### src/hw/rtl/mks_pkg.sv
`timescale 1ns / 1ps

package mks_pkg;

  // Matrix geometry
  localparam int ROW_COUNT = 4;
  localparam int COL_COUNT = 10;
  localparam int ROW_W     = (ROW_COUNT > 1) ? $clog2(ROW_COUNT) : 1;
  localparam int COL_W     = (COL_COUNT > 1) ? $clog2(COL_COUNT) : 1;

  // Field widths
  localparam int SETTLE_W    = 8;
  localparam int DEBOUNCE_W  = 16;
  localparam int COL_LVL_W   = 10;
  localparam int ROW_DRV_W   = 4;
  localparam int KEY_CODE_W  = 6;
  localparam int KEY_CHAR_W  = 7;

  // Configuration port
  localparam int CFG_IDX_W  = 1;
  localparam int CFG_DATA_W = 16;
  localparam logic [CFG_IDX_W-1:0] CFG_SETTLE   = 1'b0;
  localparam logic [CFG_IDX_W-1:0] CFG_DEBOUNCE = 1'b1;

  localparam logic [SETTLE_W-1:0]   SETTLE_RST   = 8'd5;
  localparam logic [DEBOUNCE_W-1:0] DEBOUNCE_RST = 16'd20000;

  // Stream payload widths
  localparam int S_TDATA_W = 16;
  localparam int M_TDATA_W = 24;

  // Keymap ROM
  localparam int MAP_ROWS = 4;
  localparam int MAP_COLS = 10;
  localparam logic [KEY_CHAR_W-1:0] KEYMAP [MAP_ROWS][MAP_COLS] = '{
    '{7'h31, 7'h32, 7'h33, 7'h34, 7'h35, 7'h36, 7'h37, 7'h38, 7'h39, 7'h30},
    '{7'h51, 7'h57, 7'h45, 7'h52, 7'h54, 7'h59, 7'h55, 7'h49, 7'h4F, 7'h50},
    '{7'h41, 7'h53, 7'h44, 7'h46, 7'h47, 7'h48, 7'h4A, 7'h4B, 7'h4C, 7'h0A},
    '{7'h5A, 7'h58, 7'h43, 7'h56, 7'h42, 7'h4E, 7'h4D, 7'h20, 7'h00, 7'h00}
  };

  typedef enum logic [1:0] {
    MODE_PRESS    = 2'd0,
    MODE_DEBOUNCE = 2'd1,
    MODE_RELEASE  = 2'd2
  } scan_mode_e;

  typedef struct packed {
    logic [SETTLE_W-1:0]   settle_ticks;
    logic [DEBOUNCE_W-1:0] debounce_ticks;
  } cfg_t;

  typedef struct packed {
    logic [ROW_DRV_W-1:0]  row_drive;
    logic                  key_valid;
    logic [KEY_CODE_W-1:0] key_code;
    logic [KEY_CHAR_W-1:0] key_char;
  } scan_res_t;

  // Active-low row lines: row r pulls bit ROW_COUNT-1-r low.
  function automatic logic [ROW_DRV_W-1:0] row_drive_f(logic [ROW_W-1:0] row);
    logic [ROW_COUNT-1:0] drv;
    drv = '1;
    for (int r = 0; r < ROW_COUNT; r++) begin
      if (32'(row) == r) begin
        drv[ROW_COUNT-1-r] = 1'b0;
      end
    end
    return ROW_DRV_W'(drv);
  endfunction

  function automatic logic [KEY_CHAR_W-1:0] keymap_f(logic [ROW_W-1:0] row,
                                                     logic [COL_W-1:0] col);
    logic [KEY_CHAR_W-1:0] ch;
    ch = '0;
    for (int r = 0; r < MAP_ROWS; r++) begin
      for (int c = 0; c < MAP_COLS; c++) begin
        if (32'(row) == r && 32'(col) == c) begin
          ch = KEYMAP[r][c];
        end
      end
    end
    return ch;
  endfunction

endpackage

### src/hw/rtl/mks_cfg_regs.sv
`timescale 1ns / 1ps

module mks_cfg_regs import mks_pkg::*; (
  input  logic                  clk_i,
  input  logic                  rst_ni,
  input  logic                  cfg_valid_i,
  output logic                  cfg_ready_o,
  input  logic [CFG_IDX_W-1:0]  cfg_index_i,
  input  logic [CFG_DATA_W-1:0] cfg_data_i,
  output cfg_t                  cfg_o
);

  cfg_t cfg_q, cfg_d;

  assign cfg_ready_o = 1'b1;

  always_comb begin
    cfg_d = cfg_q;
    if (cfg_valid_i) begin
      unique case (cfg_index_i)
        CFG_SETTLE:   cfg_d.settle_ticks   = cfg_data_i[SETTLE_W-1:0];
        CFG_DEBOUNCE: cfg_d.debounce_ticks = cfg_data_i[DEBOUNCE_W-1:0];
        default:      cfg_d = cfg_q;
      endcase
    end
  end

  always_ff @(posedge clk_i or negedge rst_ni) begin
    if (!rst_ni) begin
      cfg_q.settle_ticks   <= SETTLE_RST;
      cfg_q.debounce_ticks <= DEBOUNCE_RST;
    end else begin
      cfg_q <= cfg_d;
    end
  end

  assign cfg_o = cfg_q;

endmodule

### src/hw/rtl/mks_scan_core.sv
`timescale 1ns / 1ps

module mks_scan_core import mks_pkg::*; (
  input  logic                 clk_i,
  input  logic                 rst_ni,
  input  logic                 step_i,
  input  logic [COL_LVL_W-1:0] col_levels_i,
  input  cfg_t                 cfg_i,
  output scan_res_t            res_o
);

  logic [ROW_W-1:0]      scan_row_q, scan_row_d;
  logic [SETTLE_W-1:0]   settle_cnt_q, settle_cnt_d;
  logic [DEBOUNCE_W-1:0] debounce_cnt_q, debounce_cnt_d;
  scan_mode_e            scan_mode_q, scan_mode_d;

  logic [ROW_W-1:0] row_cur;
  logic             hit;
  logic [COL_W-1:0] hit_col;
  logic             last_row;

  // Lowest pressed column of the driven row.
  always_comb begin
    hit     = 1'b0;
    hit_col = '0;
    for (int c = COL_COUNT - 1; c >= 0; c--) begin
      if (!col_levels_i[c]) begin
        hit     = 1'b1;
        hit_col = COL_W'(c);
      end
    end
  end

  assign row_cur  = (32'(scan_row_q) >= ROW_COUNT) ? '0 : scan_row_q;
  assign last_row = (32'(row_cur) + 1 >= ROW_COUNT);

  // Next state
  always_comb begin
    scan_row_d     = row_cur;
    settle_cnt_d   = settle_cnt_q;
    debounce_cnt_d = debounce_cnt_q;
    scan_mode_d    = scan_mode_q;
    unique case (scan_mode_q)
      MODE_DEBOUNCE: begin
        if (debounce_cnt_q < cfg_i.debounce_ticks) begin
          debounce_cnt_d = debounce_cnt_q + 1'b1;
        end else begin
          scan_mode_d  = MODE_RELEASE;
          scan_row_d   = '0;
          settle_cnt_d = '0;
        end
      end
      MODE_RELEASE: begin
        if (settle_cnt_q < cfg_i.settle_ticks) begin
          settle_cnt_d = settle_cnt_q + 1'b1;
        end else begin
          settle_cnt_d = '0;
          if (hit) begin
            scan_row_d = '0;
          end else if (last_row) begin
            scan_mode_d = MODE_PRESS;
            scan_row_d  = '0;
          end else begin
            scan_row_d = row_cur + 1'b1;
          end
        end
      end
      default: begin
        if (settle_cnt_q < cfg_i.settle_ticks) begin
          settle_cnt_d = settle_cnt_q + 1'b1;
        end else begin
          settle_cnt_d = '0;
          if (hit) begin
            scan_mode_d    = MODE_DEBOUNCE;
            debounce_cnt_d = '0;
          end else begin
            scan_mode_d = MODE_PRESS;
            scan_row_d  = last_row ? '0 : row_cur + 1'b1;
          end
        end
      end
    endcase
  end

  // Result of this tick
  always_comb begin
    res_o           = '0;
    res_o.row_drive = row_drive_f(row_cur);
    if (scan_mode_q != MODE_DEBOUNCE && scan_mode_q != MODE_RELEASE &&
        settle_cnt_q >= cfg_i.settle_ticks && hit) begin
      res_o.key_valid = 1'b1;
      res_o.key_code  = KEY_CODE_W'(32'(row_cur) * COL_COUNT + 32'(hit_col));
      res_o.key_char  = keymap_f(row_cur, hit_col);
    end
  end

  always_ff @(posedge clk_i or negedge rst_ni) begin
    if (!rst_ni) begin
      scan_row_q     <= '0;
      settle_cnt_q   <= '0;
      debounce_cnt_q <= '0;
      scan_mode_q    <= MODE_PRESS;
    end else if (step_i) begin
      scan_row_q     <= scan_row_d;
      settle_cnt_q   <= settle_cnt_d;
      debounce_cnt_q <= debounce_cnt_d;
      scan_mode_q    <= scan_mode_d;
    end
  end

endmodule

### src/hw/rtl/matrix_keypad_scanner.sv
`timescale 1ns / 1ps

// Channel   Dir  Signals                                   Payload
// s_axis    in   s_axis_tvalid_i/tready_o/tdata_i          one tick: column levels
// m_axis    out  m_axis_tvalid_o/tready_i/tdata_o/tuser_o  row drive, key code/char
// cfg       in   cfg_valid_i/ready_o/index_i/data_i        settle / debounce ticks
//
// One tick beat is taken per clock; its result lands in the output register
// in the next cycle. The scan state and the result register are the only stage.
// A waiting result stalls input only while the output side holds tready low.
// rst_ni clears the scan state to press scan at row 0 and loads the
// configuration reset values; the block takes a beat right after reset.

module matrix_keypad_scanner import mks_pkg::*; (
  input  logic                  clk_i,
  input  logic                  rst_ni,

  input  logic                  s_axis_tvalid_i,
  output logic                  s_axis_tready_o,
  input  logic [S_TDATA_W-1:0]  s_axis_tdata_i,   // [9:0] col_levels

  output logic                  m_axis_tvalid_o,
  input  logic                  m_axis_tready_i,
  output logic [M_TDATA_W-1:0]  m_axis_tdata_o,   // [3:0] row_drive, [9:4] key_code,
                                                  // [16:10] key_char
  output logic                  m_axis_tuser_o,   // [0] key_valid

  input  logic                  cfg_valid_i,
  output logic                  cfg_ready_o,
  input  logic [CFG_IDX_W-1:0]  cfg_index_i,
  input  logic [CFG_DATA_W-1:0] cfg_data_i
);

  cfg_t      cfg;
  scan_res_t res;
  scan_res_t res_q;
  logic      out_valid_q, out_valid_d;
  logic      step;

  // Take a beat whenever the output register is empty or being drained.
  assign s_axis_tready_o = !out_valid_q || m_axis_tready_i;
  assign step            = s_axis_tvalid_i && s_axis_tready_o;

  mks_cfg_regs u_cfg (
    .clk_i       (clk_i),
    .rst_ni      (rst_ni),
    .cfg_valid_i (cfg_valid_i),
    .cfg_ready_o (cfg_ready_o),
    .cfg_index_i (cfg_index_i),
    .cfg_data_i  (cfg_data_i),
    .cfg_o       (cfg)
  );

  // Scan state advances only on an accepted tick.
  mks_scan_core u_core (
    .clk_i        (clk_i),
    .rst_ni       (rst_ni),
    .step_i       (step),
    .col_levels_i (s_axis_tdata_i[COL_LVL_W-1:0]),
    .cfg_i        (cfg),
    .res_o        (res)
  );

  // Output register: load on accept, drop valid once the beat is taken.
  always_comb begin
    out_valid_d = out_valid_q;
    if (step) begin
      out_valid_d = 1'b1;
    end else if (m_axis_tready_i) begin
      out_valid_d = 1'b0;
    end
  end

  always_ff @(posedge clk_i or negedge rst_ni) begin
    if (!rst_ni) begin
      out_valid_q <= 1'b0;
    end else begin
      out_valid_q <= out_valid_d;
    end
  end

  always_ff @(posedge clk_i) begin
    if (step) begin
      res_q <= res;
    end
  end

  assign m_axis_tvalid_o = out_valid_q;
  assign m_axis_tuser_o  = res_q.key_valid;
  assign m_axis_tdata_o  = M_TDATA_W'({res_q.key_char, res_q.key_code, res_q.row_drive});

endmodule
### config.mk
export PLATFORM = sky130hd
export DESIGN_NAME = matrix_keypad_scanner
export DESIGN_NICKNAME = d
export VERILOG_FILES = /design/src/hw/rtl/mks_pkg.sv /design/src/hw/rtl/mks_cfg_regs.sv /design/src/hw/rtl/mks_scan_core.sv /design/src/hw/rtl/matrix_keypad_scanner.sv
export SDC_FILE = /design/constraint.sdc
export NUM_CORES = 1
export LEC_CHECK = 0
export ABC_AREA = 0
export ABC_CLOCK_PERIOD_IN_PS = 3100
export BUFFER_PORTS_ARGS = -buffer_cell sky130_fd_sc_hd__buf_2
export CORE_ASPECT_RATIO = 0.5
export CORE_MARGIN = 2
export CORE_UTILIZATION = 53
export DETAILED_ROUTE_END_ITERATION = 10
export PLACE_DENSITY_LB_ADDON = 0.25
export RECOVER_POWER = 100
export SYNTH_ARGS = -nofsm -noshare
export SYNTH_HDL_FRONTEND = slang
export SYNTH_SLANG_ARGS = --single-unit
### constraint.sdc
create_clock -name clk_i -period 3.1 [get_ports clk_i]
set_clock_uncertainty 0.15 [all_clocks]
set_input_delay 0.31 -clock clk_i [delete_from_list [all_inputs] [get_ports clk_i]]
set_output_delay 0.31 -clock clk_i [all_outputs]
set_load 0.03 [all_outputs]
Word-level counts from Yosys, hierarchy flattened. Index checks and enable logic that the tools add are counted.

Add/sub/neg operators: 5. Multipliers: 1. Order comparisons: 4. Equality and inequality tests: 23. Multiplexer cells: 88. Bitwise logic cells: 3. Reductions and logical operators: 60.

Operator list (count): 2-to-1 mux 7 bit (30); 2-to-1 mux 6 bit (10); 2-to-1 mux 16 bit (3); logical AND 1 bit (44); 2-to-1 mux 4 bit (10); greater-or-equal comparator 32 x 3 -> 1 bit (second input constant) (1); one-hot mux 16 bit (2 select lines) (1); 2-to-1 mux 8 bit (3); 2-to-1 mux 2 bit (11); 2-to-1 mux 1 bit (17); adder 16 x 1 -> 16 bit (second input constant) (1); equality test 4 x 3 -> 1 bit (second input constant) (4); less-than comparator 16 bit (1); 2-to-1 mux 14 bit (1); != test 2 bit (second input constant) (5); AND reduction 5 bit (2); adder 8 x 1 -> 8 bit (second input constant) (1); equality test 4 x 2 -> 1 bit (second input constant) (2); equality test 4 bit (second input constant) (2); greater-or-equal comparator 8 bit (1); less-than comparator 8 bit (1); one-hot mux 2 bit (2 select lines) (2); OR reduction 7 bit (1); adder 6 x 4 -> 6 bit (1); other kinds (19) (29).

Register bits: 71. Bits of input ports: 38. Output and inout bits: 28. Word-level logic and storage cells: 198.

Longest topological paths before layout.
Depth in word-level cells: 53. Depth in mapped cells: 13. Mapped depth without buffers: 10.

Cells and area by module. A second synthesis with hierarchy kept.

Cell total of the unflattened synthesis: 529. Area total of the unflattened synthesis: 5029.8 µm².

Modules (own cells, without submodules): mks_scan_core (instances 1, cells an instance 445, area each 3460.8 µm², sequential area each 700.7 µm²); mks_cfg_regs (instances 1, cells an instance 54, area each 918.4 µm², sequential area each 609.3 µm²); matrix_keypad_scanner (instances 1, cells an instance 30, area each 650.6 µm², sequential area each 565.5 µm²).

Worst setup path after synthesis. No wires, ideal clock.

Kind: register to register. From: register out_valid_q, in the netlist m_axis_tvalid_o. To: register u_core.debounce_cnt_q[13]. Library setup time: 0.078 ns. Data arrival time: 2.762 ns. Data required time: 2.872 ns. Slack: 0.110 ns. Cell stages (with the launch flop): 8. Buffers on the path: 1. Clock period less this slack: 2.990 ns. Cells stage by stage: dfrtp_1 nand2b_1 and2_1 nor2b_1 nand3_1 clkbuf_1 or4_1 a21oi_1.

Word-level cells in the longest chain between the ends: 4.

Ends and longest elaborated chain: start: declaration (line matrix_keypad_scanner.sv:37) `logic out_valid_q, out_valid_d;`; start signal: assignment (line matrix_keypad_scanner.sv:78) `out_valid_q <= out_valid_d;`; zero test 1 bit (line matrix_keypad_scanner.sv:41) `assign s_axis_tready_o = !out_valid_q || m_axis_tready_i;`; logical OR 1 bit (line matrix_keypad_scanner.sv:41); net s_axis_tready_o (line matrix_keypad_scanner.sv:19) `output logic s_axis_tready_o,`; logical AND 1 bit (line matrix_keypad_scanner.sv:42) `assign step = s_axis_tvalid_i && s_axis_tready_o;`; AND reduction 5 bit (no source line); end signal: assignment (line mks_scan_core.sv:106) `debounce_cnt_q <= debounce_cnt_d;`; end: declaration (line mks_scan_core.sv:14) `logic [DEBOUNCE_W-1:0] debounce_cnt_q, debounce_cnt_d;`.

The timed path passes the listed nets, and every way through them passes these cells. A chain may end at the register's enable or synchronous reset.

Final worst setup path.
From: register u_cfg.cfg_q (netlist bit u_cfg.cfg_o[10]). To: register u_core.debounce_cnt_q[12].

Word-level cells in the longest chain between the ends: 3.

Ends and longest elaborated chain: start: declaration (line mks_cfg_regs.sv:13) `cfg_t cfg_q, cfg_d;`; start signal: assignment (line mks_cfg_regs.sv:33) `cfg_q <= cfg_d;`; less-than comparator 16 bit (line mks_scan_core.sv:45) `if (debounce_cnt_q < cfg_i.debounce_ticks) begin`; != test 2 x 1 -> 1 bit (no source line); AND reduction 5 bit (no source line).

No other way between the ends.

==> reports/qor.yml <==
whs_ns: 0.0292
gp_congestion: 0.948
synth-main-ff-cell: "dfrtp_1"
p_int_mw: 2.32
grt_antenna_before_repair: 0
rr_startpoint: "u_cfg.cfg_o[10]$_DFFE_PN1P_"
r2r-end: "u_core.debounce_cnt_q[12]$_DFFE_PN0P_"
synthTopCellsByCount: "dfrtp_1, inv_1, a21oi_1"
final_nets: 656
ys_seq_elements: 71
ys_async_sr_fraction_pct: 74.6
worst_pin_slew_ns: 1.09
drt_iter0_markers: 243
switching_power_mw: 1.44
dp_slack_ns: 0.0922
r2r_cells: 9
io_buffers: 51
io_pins: 66
clockBufferDepth: 2
die_w_um: 138
finalSetupViolCount: 0
grt_max_degree: 43
worstSetupStartpointType: "register"
route.vias.total: 4167
drive_gt1_share_pct: 17.3
syn2layout_area_growth_pct: 14.7
dp.cells: 683
synth.top_cell.area_share_pct: 24.1
post-route-period-util_pct: 95.1
switching_share_pct: 38.4
initial_core_util_pct: 54.6
wl_um: 11000
dieArea_um2: 9830
clkSinkCount: 71
insertion_delay_ns: 0.34
viasPerCell: 5.91
p_total_mw: 3.76
hp-start: "s_axis_tvalid_i"
seq_area_frac_synth_pct: 39.3
relSlewSlack_pct: 27.6
coreArea_um2: 8740
htree_levels: 3
synth_top_area_cell: "dfrtp_1"
crit_path_start: "u_cfg.cfg_o[10]$_DFFE_PN1P_"
antenna_left: 0
vdd_ir_drop_max_v: 0.000413
dp_hpwl_um: 7910
grt_pass1_wl_um: 18400
rsz0062_at_grt: "no"
path_clk_slew_ns: 0.06
cp_max_fo: 8
synth.most_common_cell: "dfrtp_1"
final_cell_area_um2: 5480
maxCapViolCount: 0
p_comb_share_pct: 39.2
overflow: 0
firstDrtPassIters: 5
drv_slew: 0
p_seq_share_pct: 33.9
synthesis.instances: 526
power.leakage_nw: 2.43
fp.dieH_um: 71.1
cts_root_buffer: "clkbuf_16"
cts_tree: "yes"
fin_ws_ns: 0.151
ys_types: 61
fillers: 766
reg2reg_slack_ns: 0.15
status: "completed"
powerDensity_nw_per_um2: 687
synth_area_um2: 4770
post-route-util_pct: 62.7
worstSetupEndpointType: "register"
track_usage_pct: 23.1
max_freq_mhz: 339
wl_per_cell_um: 15.6
syn_avg_cell_area_um2: 9.08
cp.arrival_ns: 3.07
crit_required_ns: 3.22
pwr-share-clk_pct: 26.9
synth-edff-count: 18
synth_area_leaders: "dfrtp_1, edfxtp_1, ha_1"
cts_inserted_buffers: 9
hold_viol: 0
endpoint: "u_core.debounce_cnt_q[12]$_DFFE_PN0P_"
row_count: 24
tns_ns: 0
ys_warn_count: 0
final.min_clock_period_ns: 2.95
first_global_vias: 3963
fin_cells: 705
antenna_cells: 0
path_class: "reg2reg"
hp-class: "in2reg"
drc_errors: 0
post_dp_cell_area_um2: 5140
==> final cells by class <==
class | count | area, µm² | share of cell area [%]
multi-input combinational | 385 | 2630 | 48.0
sequential | 71 | 1880 | 34.3
timing repair buffer | 70 | 357 | 6.51
clock buffer | 12 | 268 | 4.89
inverter | 46 | 173 | 3.15
tap | 117 | 146 | 2.67
clock inverter | 4 | 28.8 | 0.526
==> power groups by stage <==
stage	registers, mW	clock network (mW)	logic, mW
2_1_floorplan	1.35	0	0.986
3_3_place_gp	1.28	0	1.42
3_5_place_dp	1.29	0	1.43
4_1_cts	1.27	1.02	1.44
5_1_grt	1.30	1.07	1.65
6_report	1.27	1.01	1.48
==> cells by family after synthesis <==
| group | synth area share [%] |
|---|---|
| XOR/XNOR | 0.550 |
| AND/OR/NAND/NOR | 18.1 |
| adder cells (fa/ha/maj) | 9.33 |
| other | 0.157 |
| buffers and inverters | 7.00 |
| flip-flops | 39.3 |
| AO/OA/AOI/OAI | 19.9 |
| multiplexers | 5.63 |
==> sequential cells by signal (all words and copies together), names as in the netlist <==
| register | cells |
|---|---|
| u_core.debounce_cnt_q | 16 |
| u_cfg.cfg_o | 24 |
| m_axis_tuser_o | 1 |
| u_core.settle_cnt_q | 8 |
| m_axis_tvalid_o | 1 |
| u_core.scan_mode_q | 2 |
| m_axis_tdata_o | 17 |
| u_core.row_cur | 2 |
==> repair_timing <==
| action | 4_1_cts | 5_1_grt |
|---|---|---|
| hold buffers | 1 | 0 |
| hold endpoints to repair | 11 | 0 |
| buffers inserted | 0 | 4 |
| setup endpoints to repair | 0 | 8 |
| resized for setup | 0 | 7 |
==> critical path, cell delays in order (launching register included) <==
cell and delay (ns):
dfstp_2 0.53, inv_1 0.04, ha_1 0.30, and4_1 0.20, o211a_1 0.16, a221oi_2 0.33, o211ai_2 0.17, mux2_4 0.33
or4_1 0.53, a21oi_2 0.15
==> cells in the final DEF (no fill, tap or decap), drive strengths merged, types with 10 or more instances in the layout <==
cell	Yosys	routed
and3	10	10
clkbuf	21	38
o21ai	35	35
or4	10	10
a21oi	40	40
nor2	28	28
edfxtp	18	18
inv	45	45
nand3	34	34
o31ai	10	10
ha	34	34
buf	10	43
nand2	39	39
dfrtp	46	46
mux2	20	21
==> per-layer routing <==
metal | vias up | global-route usage (%) | routed length, µm
met5 | - | 0 | 0
met4 | 0 | 8.50 | 158
li1 | 2018 | - | -
met3 | 19 | 5.21 | 687
met2 | 154 | 39.3 | 5280
met1 | 1976 | 29.3 | 4880
==> worst min-delay path by stage <==
stage,cells past startpoint,endpoint,slack (ns)
after floorplan,0,m_axis_tvalid_o$_DFFE_PN0P_,-0.14
after global placement,1,u_core.settle_cnt_q[5]$_DFFE_PN0P_,0.05
after detailed placement,1,u_core.settle_cnt_q[5]$_DFFE_PN0P_,0.05
after CTS,2,m_axis_tvalid_o$_DFFE_PN0P_,0.02
after global routing,2,m_axis_tvalid_o$_DFFE_PN0P_,0.04
final,2,m_axis_tvalid_o$_DFFE_PN0P_,0.03
(Power assumes the default switching activity.)
